`src/rtl/lru_writeback_key_cache_top_assert.svh`:
```
// assertion macros for the lru write-back key cache
`ifndef LRU_WRITEBACK_KEY_CACHE_TOP_ASSERT_SVH
`define LRU_WRITEBACK_KEY_CACHE_TOP_ASSERT_SVH
`ifndef SYNTHESIS
`define LWKC_ASSERT(lbl, prop) \
    lbl: assert property (@(posedge i_clk) disable iff (!i_rst_n) prop) \
        else $error("lwkc assertion failed");
`define LWKC_ASSERT_ALWAYS(lbl, prop) \
    lbl: assert property (@(posedge i_clk) prop) \
        else $error("lwkc assertion failed");
`else
`define LWKC_ASSERT(lbl, prop)
`define LWKC_ASSERT_ALWAYS(lbl, prop)
`endif
`endif

```
`src/rtl/lwkc_pkg.sv`:
```
// types and constants shared by the key cache modules
`timescale 1ns / 1ps
`default_nettype none
package lwkc_pkg;
    localparam int MAX_ENTRIES = 16;
    localparam int SLOT_W      = $clog2(MAX_ENTRIES);
    localparam int CNT_W       = SLOT_W + 1;
    localparam int KEY_W       = 32;
    localparam int VAL_W       = 32;
    localparam int CAP_W       = 5;

    typedef enum logic [1:0] {
        REQ_GET   = 2'd0,
        REQ_SET   = 2'd1,
        REQ_FILL  = 2'd2,
        REQ_FLUSH = 2'd3
    } t_req;

    typedef enum logic [2:0] {
        K_GET_HIT    = 3'd0,
        K_SET_DONE   = 3'd1,
        K_FETCH      = 3'd2,
        K_WRITEBACK  = 3'd3,
        K_FILL_DONE  = 3'd4,
        K_FILL_FAIL  = 3'd5,
        K_FLUSH_DONE = 3'd6
    } t_kind;

    typedef enum logic [3:0] {
        S_IDLE, S_SCAN, S_CMP, S_HIT, S_MISS, S_EVCHK, S_EVWB, S_INS
    } t_state;

    typedef enum logic [1:0] {
        CNT_HOLD, CNT_INC, CNT_DEC, CNT_CLR
    } t_cnt_op;

    typedef struct packed {
        logic              rot;
        logic [SLOT_W-1:0] rot_from;
        logic [SLOT_W-1:0] rot_to;
        t_cnt_op           cnt_op;
    } t_ord_cmd;

    typedef struct packed {
        logic              rd_en;
        logic [SLOT_W-1:0] rd_addr;
        logic              wr_en;
        logic [SLOT_W-1:0] wr_addr;
        logic [KEY_W-1:0]  wr_key;
        logic [VAL_W-1:0]  wr_val;
        logic              wr_dirty;
        logic              clr_dirty;
    } t_mem_cmd;
endpackage
`default_nettype wire

```
`src/rtl/lru_writeback_key_cache_top.sv`:
```
// top level: request sequencer around the entry memory and recency list
//
//  channel   signals                                   handshake
//  request   i_req_type i_key i_value i_fill_ok        start && !busy
//  result    o_kind o_out_key o_out_value o_last       o_res_valid, one cycle
//  config    i_cfg_data (capacity in use)              i_cfg_valid && o_cfg_ready
//
// a lookup walks the recency list, reading memory then comparing the key for each
// occupied entry, then resolves as a hit or a miss; an insert first evicts the oldest
// entries while full, writing back dirty ones. a flush reads and checks every occupied entry.
// results come from a register and cannot be held off.
// reset is synchronous; the cache comes up empty, no clearing pass is needed.
// config is taken only while busy is low.
`timescale 1ns / 1ps
`default_nettype none
`include "lru_writeback_key_cache_top_assert.svh"
module lru_writeback_key_cache_top import lwkc_pkg::*; (
    input  wire logic             i_clk,
    input  wire logic             i_rst_n,
    input  wire logic             start,
    output logic                  busy,
    input  wire logic [1:0]       i_req_type,
    input  wire logic [KEY_W-1:0] i_key,
    input  wire logic [VAL_W-1:0] i_value,
    input  wire logic             i_fill_ok,
    output logic                  o_res_valid,
    output logic [2:0]            o_kind,
    output logic [KEY_W-1:0]      o_out_key,
    output logic [VAL_W-1:0]      o_out_value,
    output logic                  o_last,
    input  wire logic             i_cfg_valid,
    output logic                  o_cfg_ready,
    input  wire logic [CAP_W-1:0] i_cfg_data
);
    t_state            r_state, n_state;
    t_req              r_type, n_type;
    logic [KEY_W-1:0]  r_key, n_key;
    logic [VAL_W-1:0]  r_val, n_val;
    logic [CNT_W-1:0]  r_pos, n_pos;
    logic [SLOT_W-1:0] r_hitpos, n_hitpos;
    logic [KEY_W-1:0]  r_pkey, n_pkey;
    logic              r_pvalid, n_pvalid;
    logic [CAP_W-1:0]  r_cap;
    logic              r_ovalid, n_ovalid;
    t_kind             r_kind, n_kind;
    logic [KEY_W-1:0]  r_okey, n_okey;
    logic [VAL_W-1:0]  r_oval, n_oval;
    logic              r_olast, n_olast;

    t_ord_cmd          w_ord;
    t_mem_cmd          w_mem;
    logic [SLOT_W-1:0] w_sel_pos, w_sel_slot, w_newest;
    logic [CNT_W-1:0]  w_count, w_cap;
    logic              w_dirty, w_evict, w_scan_end, w_match;
    logic [KEY_W-1:0]  w_rd_key;
    logic [VAL_W-1:0]  w_rd_val;

    lwkc_order u_order (
        .i_clk      (i_clk),
        .i_rst_n    (i_rst_n),
        .i_cmd      (w_ord),
        .i_sel_pos  (w_sel_pos),
        .o_sel_slot (w_sel_slot),
        .o_count    (w_count)
    );

    lwkc_store u_store (
        .i_clk        (i_clk),
        .i_rst_n      (i_rst_n),
        .i_cmd        (w_mem),
        .i_dirty_addr (w_sel_slot),
        .o_dirty      (w_dirty),
        .o_rd_key     (w_rd_key),
        .o_rd_val     (w_rd_val)
    );

    // zero acts as one, anything above the table size as the table size
    always_comb begin
        if (r_cap == '0) begin
            w_cap = CNT_W'(1);
        end else if (CNT_W'(r_cap) > CNT_W'(MAX_ENTRIES)) begin
            w_cap = CNT_W'(MAX_ENTRIES);
        end else begin
            w_cap = CNT_W'(r_cap);
        end
    end

    assign w_evict    = (w_count != '0) && (w_count >= w_cap);
    assign w_scan_end = (r_pos >= w_count);
    assign w_match    = (w_rd_key == r_key);
    assign w_newest   = SLOT_W'(w_count - CNT_W'(1));
    assign busy       = (r_state != S_IDLE);
    assign o_cfg_ready = !busy;

    always_comb begin
        case (r_state)
            S_INS:            w_sel_pos = w_count[SLOT_W-1:0];
            S_HIT:            w_sel_pos = r_hitpos;
            S_EVCHK, S_EVWB:  w_sel_pos = '0;
            default:          w_sel_pos = r_pos[SLOT_W-1:0];
        endcase
    end

    // next state
    always_comb begin
        n_state = r_state;
        case (r_state)
            S_IDLE: begin
                if (start) begin
                    if (t_req'(i_req_type) == REQ_FILL && (!r_pvalid || !i_fill_ok)) begin
                        n_state = S_IDLE;
                    end else begin
                        n_state = S_SCAN;
                    end
                end
            end
            S_SCAN: begin
                if (w_scan_end) begin
                    n_state = (r_type == REQ_FLUSH) ? S_IDLE : S_MISS;
                end else begin
                    n_state = S_CMP;
                end
            end
            S_CMP: begin
                if (r_type != REQ_FLUSH && w_match) begin
                    n_state = S_HIT;
                end else begin
                    n_state = S_SCAN;
                end
            end
            S_HIT:  n_state = S_IDLE;
            S_MISS: n_state = (r_type == REQ_GET) ? S_IDLE : S_EVCHK;
            S_EVCHK: begin
                if (!w_evict) begin
                    n_state = S_INS;
                end else if (w_dirty) begin
                    n_state = S_EVWB;
                end
            end
            S_EVWB: n_state = S_EVCHK;
            S_INS:  n_state = S_IDLE;
            default: n_state = S_IDLE;
        endcase
    end

    // datapath, memory and list commands, results
    always_comb begin
        n_type   = r_type;
        n_key    = r_key;
        n_val    = r_val;
        n_pos    = r_pos;
        n_hitpos = r_hitpos;
        n_pkey   = r_pkey;
        n_pvalid = r_pvalid;
        n_ovalid = 1'b0;
        n_kind   = r_kind;
        n_okey   = r_okey;
        n_oval   = r_oval;
        n_olast  = 1'b0;
        w_ord    = '{rot: 1'b0, rot_from: '0, rot_to: '0, cnt_op: CNT_HOLD};
        w_mem    = '0;
        w_mem.rd_addr = w_sel_slot;
        w_mem.wr_addr = w_sel_slot;
        w_mem.wr_key  = r_key;
        w_mem.wr_val  = r_val;
        case (r_state)
            S_IDLE: begin
                if (start) begin
                    n_type = t_req'(i_req_type);
                    n_key  = i_key;
                    n_val  = i_value;
                    n_pos  = '0;
                    if (t_req'(i_req_type) == REQ_FILL) begin
                        if (!r_pvalid) begin
                            n_ovalid = 1'b1;
                            n_kind   = K_FILL_FAIL;
                            n_okey   = i_key;
                            n_oval   = '0;
                            n_olast  = 1'b1;
                        end else begin
                            // a fill always answers the pending miss
                            n_pvalid = 1'b0;
                            n_key    = r_pkey;
                            if (!i_fill_ok) begin
                                n_ovalid = 1'b1;
                                n_kind   = K_FILL_FAIL;
                                n_okey   = r_pkey;
                                n_oval   = '0;
                                n_olast  = 1'b1;
                            end
                        end
                    end
                end
            end
            S_SCAN: begin
                if (w_scan_end) begin
                    if (r_type == REQ_FLUSH) begin
                        w_ord.cnt_op    = CNT_CLR;
                        w_mem.clr_dirty = 1'b1;
                        n_ovalid = 1'b1;
                        n_kind   = K_FLUSH_DONE;
                        n_okey   = r_key;
                        n_oval   = '0;
                        n_olast  = 1'b1;
                    end
                end else begin
                    w_mem.rd_en = 1'b1;
                end
            end
            S_CMP: begin
                n_pos = r_pos + CNT_W'(1);
                if (r_type == REQ_FLUSH) begin
                    if (w_dirty) begin
                        n_ovalid = 1'b1;
                        n_kind   = K_WRITEBACK;
                        n_okey   = w_rd_key;
                        n_oval   = w_rd_val;
                    end
                end else if (w_match) begin
                    n_hitpos = r_pos[SLOT_W-1:0];
                end
            end
            S_HIT: begin
                w_ord.rot      = 1'b1;
                w_ord.rot_from = r_hitpos;
                w_ord.rot_to   = w_newest;
                n_ovalid = 1'b1;
                n_olast  = 1'b1;
                n_okey   = r_key;
                case (r_type)
                    REQ_GET: begin
                        n_kind = K_GET_HIT;
                        n_oval = w_rd_val;
                    end
                    REQ_SET: begin
                        w_mem.wr_en    = 1'b1;
                        w_mem.wr_dirty = 1'b1;
                        n_kind = K_SET_DONE;
                        n_oval = r_val;
                    end
                    default: begin
                        n_kind = K_FILL_DONE;
                        n_oval = w_rd_val;
                    end
                endcase
            end
            S_MISS: begin
                if (r_type == REQ_GET) begin
                    n_pkey   = r_key;
                    n_pvalid = 1'b1;
                    n_ovalid = 1'b1;
                    n_kind   = K_FETCH;
                    n_okey   = r_key;
                    n_oval   = '0;
                    n_olast  = 1'b1;
                end
            end
            S_EVCHK: begin
                if (w_evict) begin
                    if (w_dirty) begin
                        w_mem.rd_en = 1'b1;
                    end else begin
                        // clean victim drops silently
                        w_ord.rot    = 1'b1;
                        w_ord.rot_to = w_newest;
                        w_ord.cnt_op = CNT_DEC;
                    end
                end
            end
            S_EVWB: begin
                w_ord.rot    = 1'b1;
                w_ord.rot_to = w_newest;
                w_ord.cnt_op = CNT_DEC;
                n_ovalid = 1'b1;
                n_kind   = K_WRITEBACK;
                n_okey   = w_rd_key;
                n_oval   = w_rd_val;
            end
            S_INS: begin
                w_mem.wr_en    = 1'b1;
                w_mem.wr_dirty = (r_type == REQ_SET);
                w_ord.cnt_op   = CNT_INC;
                n_ovalid = 1'b1;
                n_kind   = (r_type == REQ_SET) ? K_SET_DONE : K_FILL_DONE;
                n_okey   = r_key;
                n_oval   = r_val;
                n_olast  = 1'b1;
            end
            default: begin
            end
        endcase
    end

    always_ff @(posedge i_clk) begin
        if (!i_rst_n) begin
            r_state  <= S_IDLE;
            r_pvalid <= 1'b0;
            r_pkey   <= '0;
            r_cap    <= CAP_W'(MAX_ENTRIES);
            r_ovalid <= 1'b0;
            r_olast  <= 1'b0;
        end else begin
            r_state  <= n_state;
            r_pvalid <= n_pvalid;
            r_pkey   <= n_pkey;
            r_ovalid <= n_ovalid;
            r_olast  <= n_olast;
            if (i_cfg_valid && o_cfg_ready) begin
                r_cap <= i_cfg_data;
            end
        end
    end

    always_ff @(posedge i_clk) begin
        r_type   <= n_type;
        r_key    <= n_key;
        r_val    <= n_val;
        r_pos    <= n_pos;
        r_hitpos <= n_hitpos;
        r_kind   <= n_kind;
        r_okey   <= n_okey;
        r_oval   <= n_oval;
    end

    assign o_res_valid = r_ovalid;
    assign o_kind      = r_kind;
    assign o_out_key   = r_okey;
    assign o_out_value = r_oval;
    assign o_last      = r_olast;

    `LWKC_ASSERT(a_last_ends_item, (o_res_valid && o_last) |-> !busy)
    `LWKC_ASSERT(a_accept_goes_busy, (start && !busy && t_req'(i_req_type) == REQ_GET) |=> busy)
    `LWKC_ASSERT(a_insert_has_room, (r_state == S_INS) |-> (w_count < CNT_W'(MAX_ENTRIES)))
    `LWKC_ASSERT_ALWAYS(a_count_bounded, !i_rst_n || (w_count <= CNT_W'(MAX_ENTRIES)))
endmodule
`default_nettype wire

```
`src/rtl/lwkc_store.sv`:
```
// entry memory (key and value per slot) with per-slot dirty bits
`timescale 1ns / 1ps
`default_nettype none
module lwkc_store import lwkc_pkg::*; (
    input  wire logic              i_clk,
    input  wire logic              i_rst_n,
    input  wire t_mem_cmd          i_cmd,
    input  wire logic [SLOT_W-1:0] i_dirty_addr,
    output logic                   o_dirty,
    output logic [KEY_W-1:0]       o_rd_key,
    output logic [VAL_W-1:0]       o_rd_val
);
    logic [KEY_W+VAL_W-1:0] mem [MAX_ENTRIES];
    logic [MAX_ENTRIES-1:0] r_dirty;
    logic [KEY_W+VAL_W-1:0] r_rdata;

    always_ff @(posedge i_clk) begin
        if (i_cmd.wr_en) begin
            mem[i_cmd.wr_addr] <= {i_cmd.wr_key, i_cmd.wr_val};
        end
        if (i_cmd.rd_en) begin
            r_rdata <= mem[i_cmd.rd_addr];
        end
    end

    always_ff @(posedge i_clk) begin
        if (!i_rst_n) begin
            r_dirty <= '0;
        end else if (i_cmd.clr_dirty) begin
            r_dirty <= '0;
        end else if (i_cmd.wr_en) begin
            r_dirty[i_cmd.wr_addr] <= i_cmd.wr_dirty;
        end
    end

    assign o_dirty  = r_dirty[i_dirty_addr];
    assign o_rd_key = r_rdata[KEY_W+VAL_W-1:VAL_W];
    assign o_rd_val = r_rdata[VAL_W-1:0];
endmodule
`default_nettype wire

```
`src/rtl/lwkc_order.sv`:
```
// recency list of slot numbers (oldest first) and occupancy count
`timescale 1ns / 1ps
`default_nettype none
module lwkc_order import lwkc_pkg::*; (
    input  wire logic              i_clk,
    input  wire logic              i_rst_n,
    input  wire t_ord_cmd          i_cmd,
    input  wire logic [SLOT_W-1:0] i_sel_pos,
    output logic [SLOT_W-1:0]      o_sel_slot,
    output logic [CNT_W-1:0]       o_count
);
    logic [SLOT_W-1:0] r_order [MAX_ENTRIES];
    logic [SLOT_W-1:0] n_order [MAX_ENTRIES];
    logic [CNT_W-1:0]  r_count;
    logic [CNT_W-1:0]  n_count;

    // rotate positions from..to left by one, entry at from goes to to
    always_comb begin
        for (int i = 0; i < MAX_ENTRIES; i++) begin
            n_order[i] = r_order[i];
            if (i_cmd.rot) begin
                if (SLOT_W'(i) == i_cmd.rot_to) begin
                    n_order[i] = r_order[i_cmd.rot_from];
                end else if (SLOT_W'(i) >= i_cmd.rot_from && SLOT_W'(i) < i_cmd.rot_to) begin
                    n_order[i] = r_order[SLOT_W'(i + 1)];
                end
            end
        end
    end

    always_comb begin
        case (i_cmd.cnt_op)
            CNT_INC: n_count = r_count + CNT_W'(1);
            CNT_DEC: n_count = r_count - CNT_W'(1);
            CNT_CLR: n_count = '0;
            default: n_count = r_count;
        endcase
    end

    always_ff @(posedge i_clk) begin
        if (!i_rst_n) begin
            r_count <= '0;
            for (int i = 0; i < MAX_ENTRIES; i++) begin
                r_order[i] <= SLOT_W'(i);
            end
        end else begin
            r_count <= n_count;
            for (int i = 0; i < MAX_ENTRIES; i++) begin
                r_order[i] <= n_order[i];
            end
        end
    end

    assign o_sel_slot = r_order[i_sel_pos];
    assign o_count    = r_count;
endmodule
`default_nettype wire

```
`config.mk`:
```
export PLATFORM = sky130hd
export DESIGN_NAME = lru_writeback_key_cache_top
export DESIGN_NICKNAME = d
export VERILOG_FILES = /design/src/rtl/lwkc_pkg.sv /design/src/rtl/lru_writeback_key_cache_top.sv /design/src/rtl/lwkc_store.sv /design/src/rtl/lwkc_order.sv
export VERILOG_INCLUDE_DIRS = /design/src /design/src/rtl
export SDC_FILE = /design/constraint.sdc
export NUM_CORES = 2
export LEC_CHECK = 0
export BUFFER_PORTS_ARGS = -buffer_cell sky130_fd_sc_hd__clkbuf_2
export CORE_ASPECT_RATIO = 0.5
export CORE_MARGIN = 2
export CORE_UTILIZATION = 62
export CTS_BUF_LIST = sky130_fd_sc_hd__clkbuf_8
export CTS_CLUSTER_DIAMETER = 200
export DETAILED_ROUTE_END_ITERATION = 16
export PLACE_DENSITY = 0.76
export SKIP_LAST_GASP = 1
export SLEW_MARGIN = 10
export SYNTH_ARGS = -nofsm -noshare
export SYNTH_HDL_FRONTEND = slang
export SYNTH_SLANG_ARGS = --single-unit
```
`constraint.sdc`:
```
create_clock -name i_clk -period 11.9 [get_ports i_clk]
set_input_delay 1.19 -clock i_clk [delete_from_list [all_inputs] [get_ports i_clk]]
set_output_delay 1.19 -clock i_clk [all_outputs]
set_load 0.005 [all_outputs]
```
# ---- After elaboration in Yosys (flattened, before gate mapping)
# Memory sizes are Yosys's and may differ from the RTL's. A register that Yosys moved wholly into a read port is not among the register bits.
# Cells that the tools add are included.
dict set report op_classes {
  add_sub_neg 3
  magnitude_cmp 37
  eq_ne 71
  mux 155
  bitwise 18
  reduce_logical 65
}
# operator n
set op_table {}
lappend op_table {{$mux 32} 21}
lappend op_table {{$mux 4} 68}
lappend op_table {{$pmux 32 s7} 1}
lappend op_table {{$pmux 32 s6} 1}
lappend op_table {{$ne 3x3->1 const B} 17}
lappend op_table {{$reduce_and 3->1} 17}
lappend op_table {{$mux 3} 13}
lappend op_table {{$eq 32x32->1} 1}
lappend op_table {{$eq 4x4->1 const A} 8}
lappend op_table {{$ge 4x4->1 const A} 8}
lappend op_table {{$lt 4x4->1 const A} 8}
lappend op_table {{$mux 1} 25}
lappend op_table {{$pmux 4 s6} 1}
lappend op_table {{$logic_and 1x1->1} 21}
lappend op_table {{$pmux 3 s7} 1}
lappend op_table {{$reduce_and 9->1} 2}
lappend op_table {{$bwmux 16} 1}
lappend op_table {{$eq 3x4->1 const A} 4}
lappend op_table {{$eq 4x3->1 const B} 4}
lappend op_table {{$ge 3x4->1 const A} 4}
lappend op_table {{$lt 3x4->1 const A} 4}
lappend op_table {{$ne 1x1->1 const B} 16}
lappend op_table {{$or 1x1->1} 16}
lappend op_table {{$mux 5} 3}
lappend op_table {{48 further kinds} 84}
dict set report totals {
  regBits 207
  ramBits 1088
  out_inout_bits 71
  elab_cells 367
  memories 2
}
# memory depth word_bits rd rd_ports_with_merged_regs write_ports line_no
set mem_list {}
lappend mem_list {u_store.mem 16 64 1 1 1 lwkc_store.sv:13} ;# logic [KEY_W+VAL_W-1:0] mem [MAX_ENTRIES];
lappend mem_list {u_order.r_order 16 4 18 0 16 lwkc_order.sv:12} ;# logic [SLOT_W-1:0] r_order [MAX_ENTRIES];

# ---- Logic depth before layout (Yosys ltp)
# An unclocked memory read counts as a cell.
dict set report depth {
  word_depth 15
  depth_mapped 18
  depth_no_buf 16
}

# ---- By module
# A second synthesis with hierarchy kept.
dict set report unflattened {
  hier_cells 3100
  hier_area_um2 54971.5
}
# module instances cells_each area_per_inst_um2
set by_module_without_submodules {}
lappend by_module_without_submodules {lwkc_store 1 1735 40993.1}
lappend by_module_without_submodules {lru_writeback_key_cache_top 1 872 9273.9}
lappend by_module_without_submodules {lwkc_order 1 493 4704.5}

# ---- Worst setup path after synthesis
# Ideal clock, no wire load.
dict set report synth_timing {
  kind {register -> register}
  start {register r_state[0]}
  end {register u_store.r_dirty[2]}
  setup_time_ps 123
  t_arrival_ps 6397
  required_time_ps 11777
  path_slack_ps 5380
  stages_incl_launch_ff 15
  period_less_slack_ps 6520
  path_cell_list {dfxtp_1 > buf_2 > maj3_2 > o22a_1 > buf_2 > a2111oi_0 > o41ai_2 > o21ai_4 > buf_6 > buf_2 > buf_2 > nand4_1 > a21oi_1 > mux2i_1 > nor2_1}
}
dict set report synth_between {
  elab_chain_len 9
  word_cells_on_any_way 18
  classes_between {2 x order compare; 5 x eq/ne; 7 x mux; 3 x reduce/logical; 1 x memory}
}
# element line_no
set synth_lines {}
lappend synth_lines {{start, declared} lru_writeback_key_cache_top.sv:35} ;# t_state r_state, n_state;
lappend synth_lines {{start signal, assigned} lru_writeback_key_cache_top.sv:303} ;# r_state <= n_state;
lappend synth_lines {{$eq 4x3->1} lru_writeback_key_cache_top.sv:96} ;# case (r_state)
lappend synth_lines {{$reduce_or 2->1} lru_writeback_key_cache_top.sv:96}
lappend synth_lines {{$pmux 4 s3} lru_writeback_key_cache_top.sv:96}
lappend synth_lines {{$mem_v2 16x4} -}
lappend synth_lines {{$lt 4x5->1 (not written as such) / $ge 4x1->1 (equally long branches)} lwkc_store.sv:32} ;# r_dirty[i_cmd.wr_addr] <= i_cmd.wr_dirty;
lappend synth_lines {{$logic_and 1x1->1 (not written as such)} lwkc_store.sv:32}
lappend synth_lines {{$mux 1 (not written as such)} lwkc_store.sv:32}
lappend synth_lines {{$demux 1 s4} -}
lappend synth_lines {{$bwmux 16} lwkc_store.sv:32}
lappend synth_lines {{end signal, assigned by index} lwkc_store.sv:32}
lappend synth_lines {{end, declared} lwkc_store.sv:14} ;# logic [MAX_ENTRIES-1:0] r_dirty;
# Parallel ways exist; a longest one is shown, timed or not.
# A chain may end at the register's enable or synchronous reset.

==> results.json <==
{
  "status": "complete, no violations",
  "crit_slowest_cell": "dfxtp_2",
  "worstPathCellList": "nand2_1 > o22a_1 > a2111oi_0 > o41ai_2 > o21ai_4 > buf_4 > buf_4 > mux2i_1 > nand2_1 > a32oi_2 > nand2_1 > and2_1 > a21oi_1 > nor2_4 > buf_4",
  "final.setup.tns_ps": 0,
  "cts_resized": 0,
  "clk_pin_slew_ps": 70,
  "yosysWarnings": 0,
  "synth_top_area_share_pct": 67.3,
  "pin_count": 147,
  "nets": 3491,
  "dp_hpwl_um": 77900,
  "syn_area_mm2": 0.0549,
  "ant_nets": 0,
  "power_frac_seq_pct": 55.7,
  "core_area_mm2": 0.0881,
  "syn_to_final_growth_pct": 9.55,
  "max_slew_margin_pct": 16.9,
  "synth_top_area_cell": "edfxtp_1",
  "grt_max_degree": 115,
  "min_path_cells": 2,
  "post-synth-top-count-cell": "edfxtp_1",
  "die_x_um": 425,
  "fmax_mhz": 130,
  "gp_congestion": 0.974,
  "via_count": 31900,
  "die_area_mm2": 0.0911,
  "cap_violations": 0,
  "cts.path.max_buffers": 3,
  "viasPerCell": 6.74,
  "cts_buffers": 177,
  "layout-drive-gt1-share_pct": 21.1,
  "comb_power_share_pct": 12.1,
  "first_global_vias": 31200,
  "r2r_slack_ps": 4190,
  "hold_viol_final": 0,
  "finalPower_uw": 9810,
  "syn_nets": 3313,
  "intPower_uw": 7290,
  "arrival_ps": 8190,
  "slowest_delay_ps": 1060,
  "synth-seq-area-share_pct": 72.0,
  "holdPathEnd": "r_pkey[3]",
  "hold_path.class": "flip-flop to flip-flop",
  "cts_tree": "done",
  "post_cts_buffers": 0,
  "clock_sinks": 1358,
  "fin_crit_ps": 7710,
  "cp-start-kind": "flip-flop",
  "cp_max_fo": 57,
  "h-tree-depth": 4,
  "power.switching_uw": 2520,
  "regArea_mm2": 0.0395,
  "fin_worst_skew_ps": 55.4,
  "synth_edf_count": 1230,
  "setup_viol": 0,
  "antenna_found_initial": 5,
  "leakagePower_uw": 0.0198,
  "r2r-start": "r_state[1]",
  "clock_latency_ps": 870,
  "dr.pass1.iters": 6,
  "slew_violations": 0,
  "cts_hold_buf": 0,
  "clock_power_share_pct": 32.2,
  "r2r_cells": 15,
  "syn_inst": 3224,
  "synthFlopType": "edfxtp_1",
  "die_h_um": 214,
  "worstSetupPathType": "flip-flop to flip-flop",
  "initial_utilization_pct": 62.3,
  "rr_endpoint": "u_store.r_rdata[44]",
  "multi_input_area_mm2": 0.0147,
  "sw_frac_of_total_pct": 25.7,
  "avgRoutedWirePerCell_um": 28.9,
  "ys_ff_latch": 1358,
  "async_flop_share_pct": 0,
  "synth.area.top_cells": "edfxtp_1 (67%), mux4_2 (11%), dfxtp_1 (4.7%), a22oi_1 (2.3%), mux2i_1 (2.3%)",
  "power_density_mw_per_mm2": 163,
  "synth.avg_cell_area_um2": 17.0,
  "grt_setup_unrepaired": "no",
  "ys_types": 80,
  "cp.required_ps": 12380,
  "drc": 0,
  "grt_use_total_pct": 30.2,
  "num_rows": 77,
  "worst_pin_slew_ps": 1250,
  "fin_util_pct": 68.3,
  "setup_slack_ps": 4190,
  "cts_root_buf": "clkbuf_8",
  "drt_wl_total_um": 137000,
  "grt_pass1_wl_um": 202000,
  "fillers": 5664,
  "finalCritPeriodShare_pct": 64.8,
  "gr-total-overflow": 0,
  "worstHoldStart": "r_pkey[3]",
  "drt-initial-drc-count": 4358,
  "numPortBuffers": 146,
  "cp-end-kind": "flip-flop",
  "ys_top_cells_by_count": "edfxtp_1 (1,230), nand2_1 (263), mux4_2 (257), a22oi_1 (169), clkbuf_1 (140)",
  "pre_cts_ws_ps": 4240,
  "irDropWorstVdd_mv": 0.0942
}
## critical path: cells and delay by family (launching register included)
| family | cells | cell delay, ps |
|---|---|---|
| and+or+nand+nor | 5 | 2050 |
| buffers and inverters | 3 | 2150 |
| muxes | 1 | 160 |
| AOI/OAI and AO/OA | 6 | 1780 |
| DFF | 1 | 1060 |
## worst max path at each step
| stage | from | endpoint | slack (ps) | cells past startpoint |
|---|---|---|---|---|
| after floorplan | r_state[0] | u_store.r_dirty[2] | 5380 | 14 |
| after detailed placement | r_state[1] | u_store.r_rdata[33] | 4240 | 15 |
| after global placement | r_state[1] | u_store.r_rdata[33] | 4260 | 15 |
| after global routing | r_state[1] | u_store.r_rdata[44] | 3610 | 15 |
| after CTS | r_state[1] | u_store.r_rdata[44] | 4200 | 15 |
| final | r_state[1] | u_store.r_rdata[44] | 4190 | 15 |
## cell families after synthesis
| logic type | synth area share [%] |
|---|---|
| compound gates | 7.82 |
| flops | 72.0 |
| fa+ha+maj | 0.317 |
| xor+xnor | 0.606 |
| mux | 12.9 |
| simple gates | 4.71 |
| buf+inv | 1.71 |
## power groups by stage
stage / combinational, uW / sequential (uW) / clock (uW)
finish: 1190 / 5470 / 3160
floorplan: 861 / 5510 / 0
global route: 1270 / 5470 / 3400
global placement: 1170 / 5560 / 0
CTS: 1190 / 5460 / 3210
detailed placement: 1180 / 5570 / 0
## cells in the final DEF, fill, tap and decap left out, drive strengths merged, types with 43 or more instances in the layout
| cell type | count |
|---|---|
| a21oi | 112 |
| a22oi | 170 |
| buf | 59 |
| clkbuf | 331 |
| clkinv | 43 |
| dfxtp | 128 |
| edfxtp | 1230 |
| inv | 108 |
| mux2i | 125 |
| mux4 | 257 |
| nand2 | 265 |
| nand3 | 49 |
| nor2 | 110 |
| nor3 | 60 |
| o21ai | 134 |
## state kept, by name, summed over array words and instances (netlist names)
signal / count
o_kind: 3
o_last: 1
o_out_key: 32
o_out_value: 32
o_res_valid: 1
r_cap: 5
r_hitpos: 4
r_key: 32
r_pkey: 32
r_pos: 5
r_pvalid: 1
r_state: 3
r_type: 2
r_val: 32
u_order.o_count: 5
u_order.r_order: 64
u_store.mem: 1024
u_store.r_dirty: 16
u_store.r_rdata: 64
## metrics by stage
step / area, um2 / hold WS, ps / instances
after floorplan: 54900 / 443 / 3224
after global placement: 57000 / 451 / 4408
after detailed placement: 57000 / 459 / 4408
after CTS: 60100 / 414 / 4723
after global routing: 60100 / 449 / 4728
final: 60100 / 466 / 4728
## layout make-up
class / instances / area share, %
Antenna cell: 5 / 0.0208
Clock buffer: 186 / 4.26
Clock inverter: 129 / 0.995
Inverter: 27 / 0.173
Multi-Input combinational cell: 1634 / 24.4
Sequential cell: 1358 / 65.7
Tap cell: 1185 / 2.47
Timing Repair Buffer: 204 / 1.96
## layer usage
metal	up-vias	global-route usage, %	wire [um]
met4	0	12.1	4840
met1	16200	44.2	53800
met5	-	0	0
li1	13300	-	-
met3	300	5.72	14300
met2	2024	45.8	63700
No activity file was read; power rests on OpenSTA's default activity.
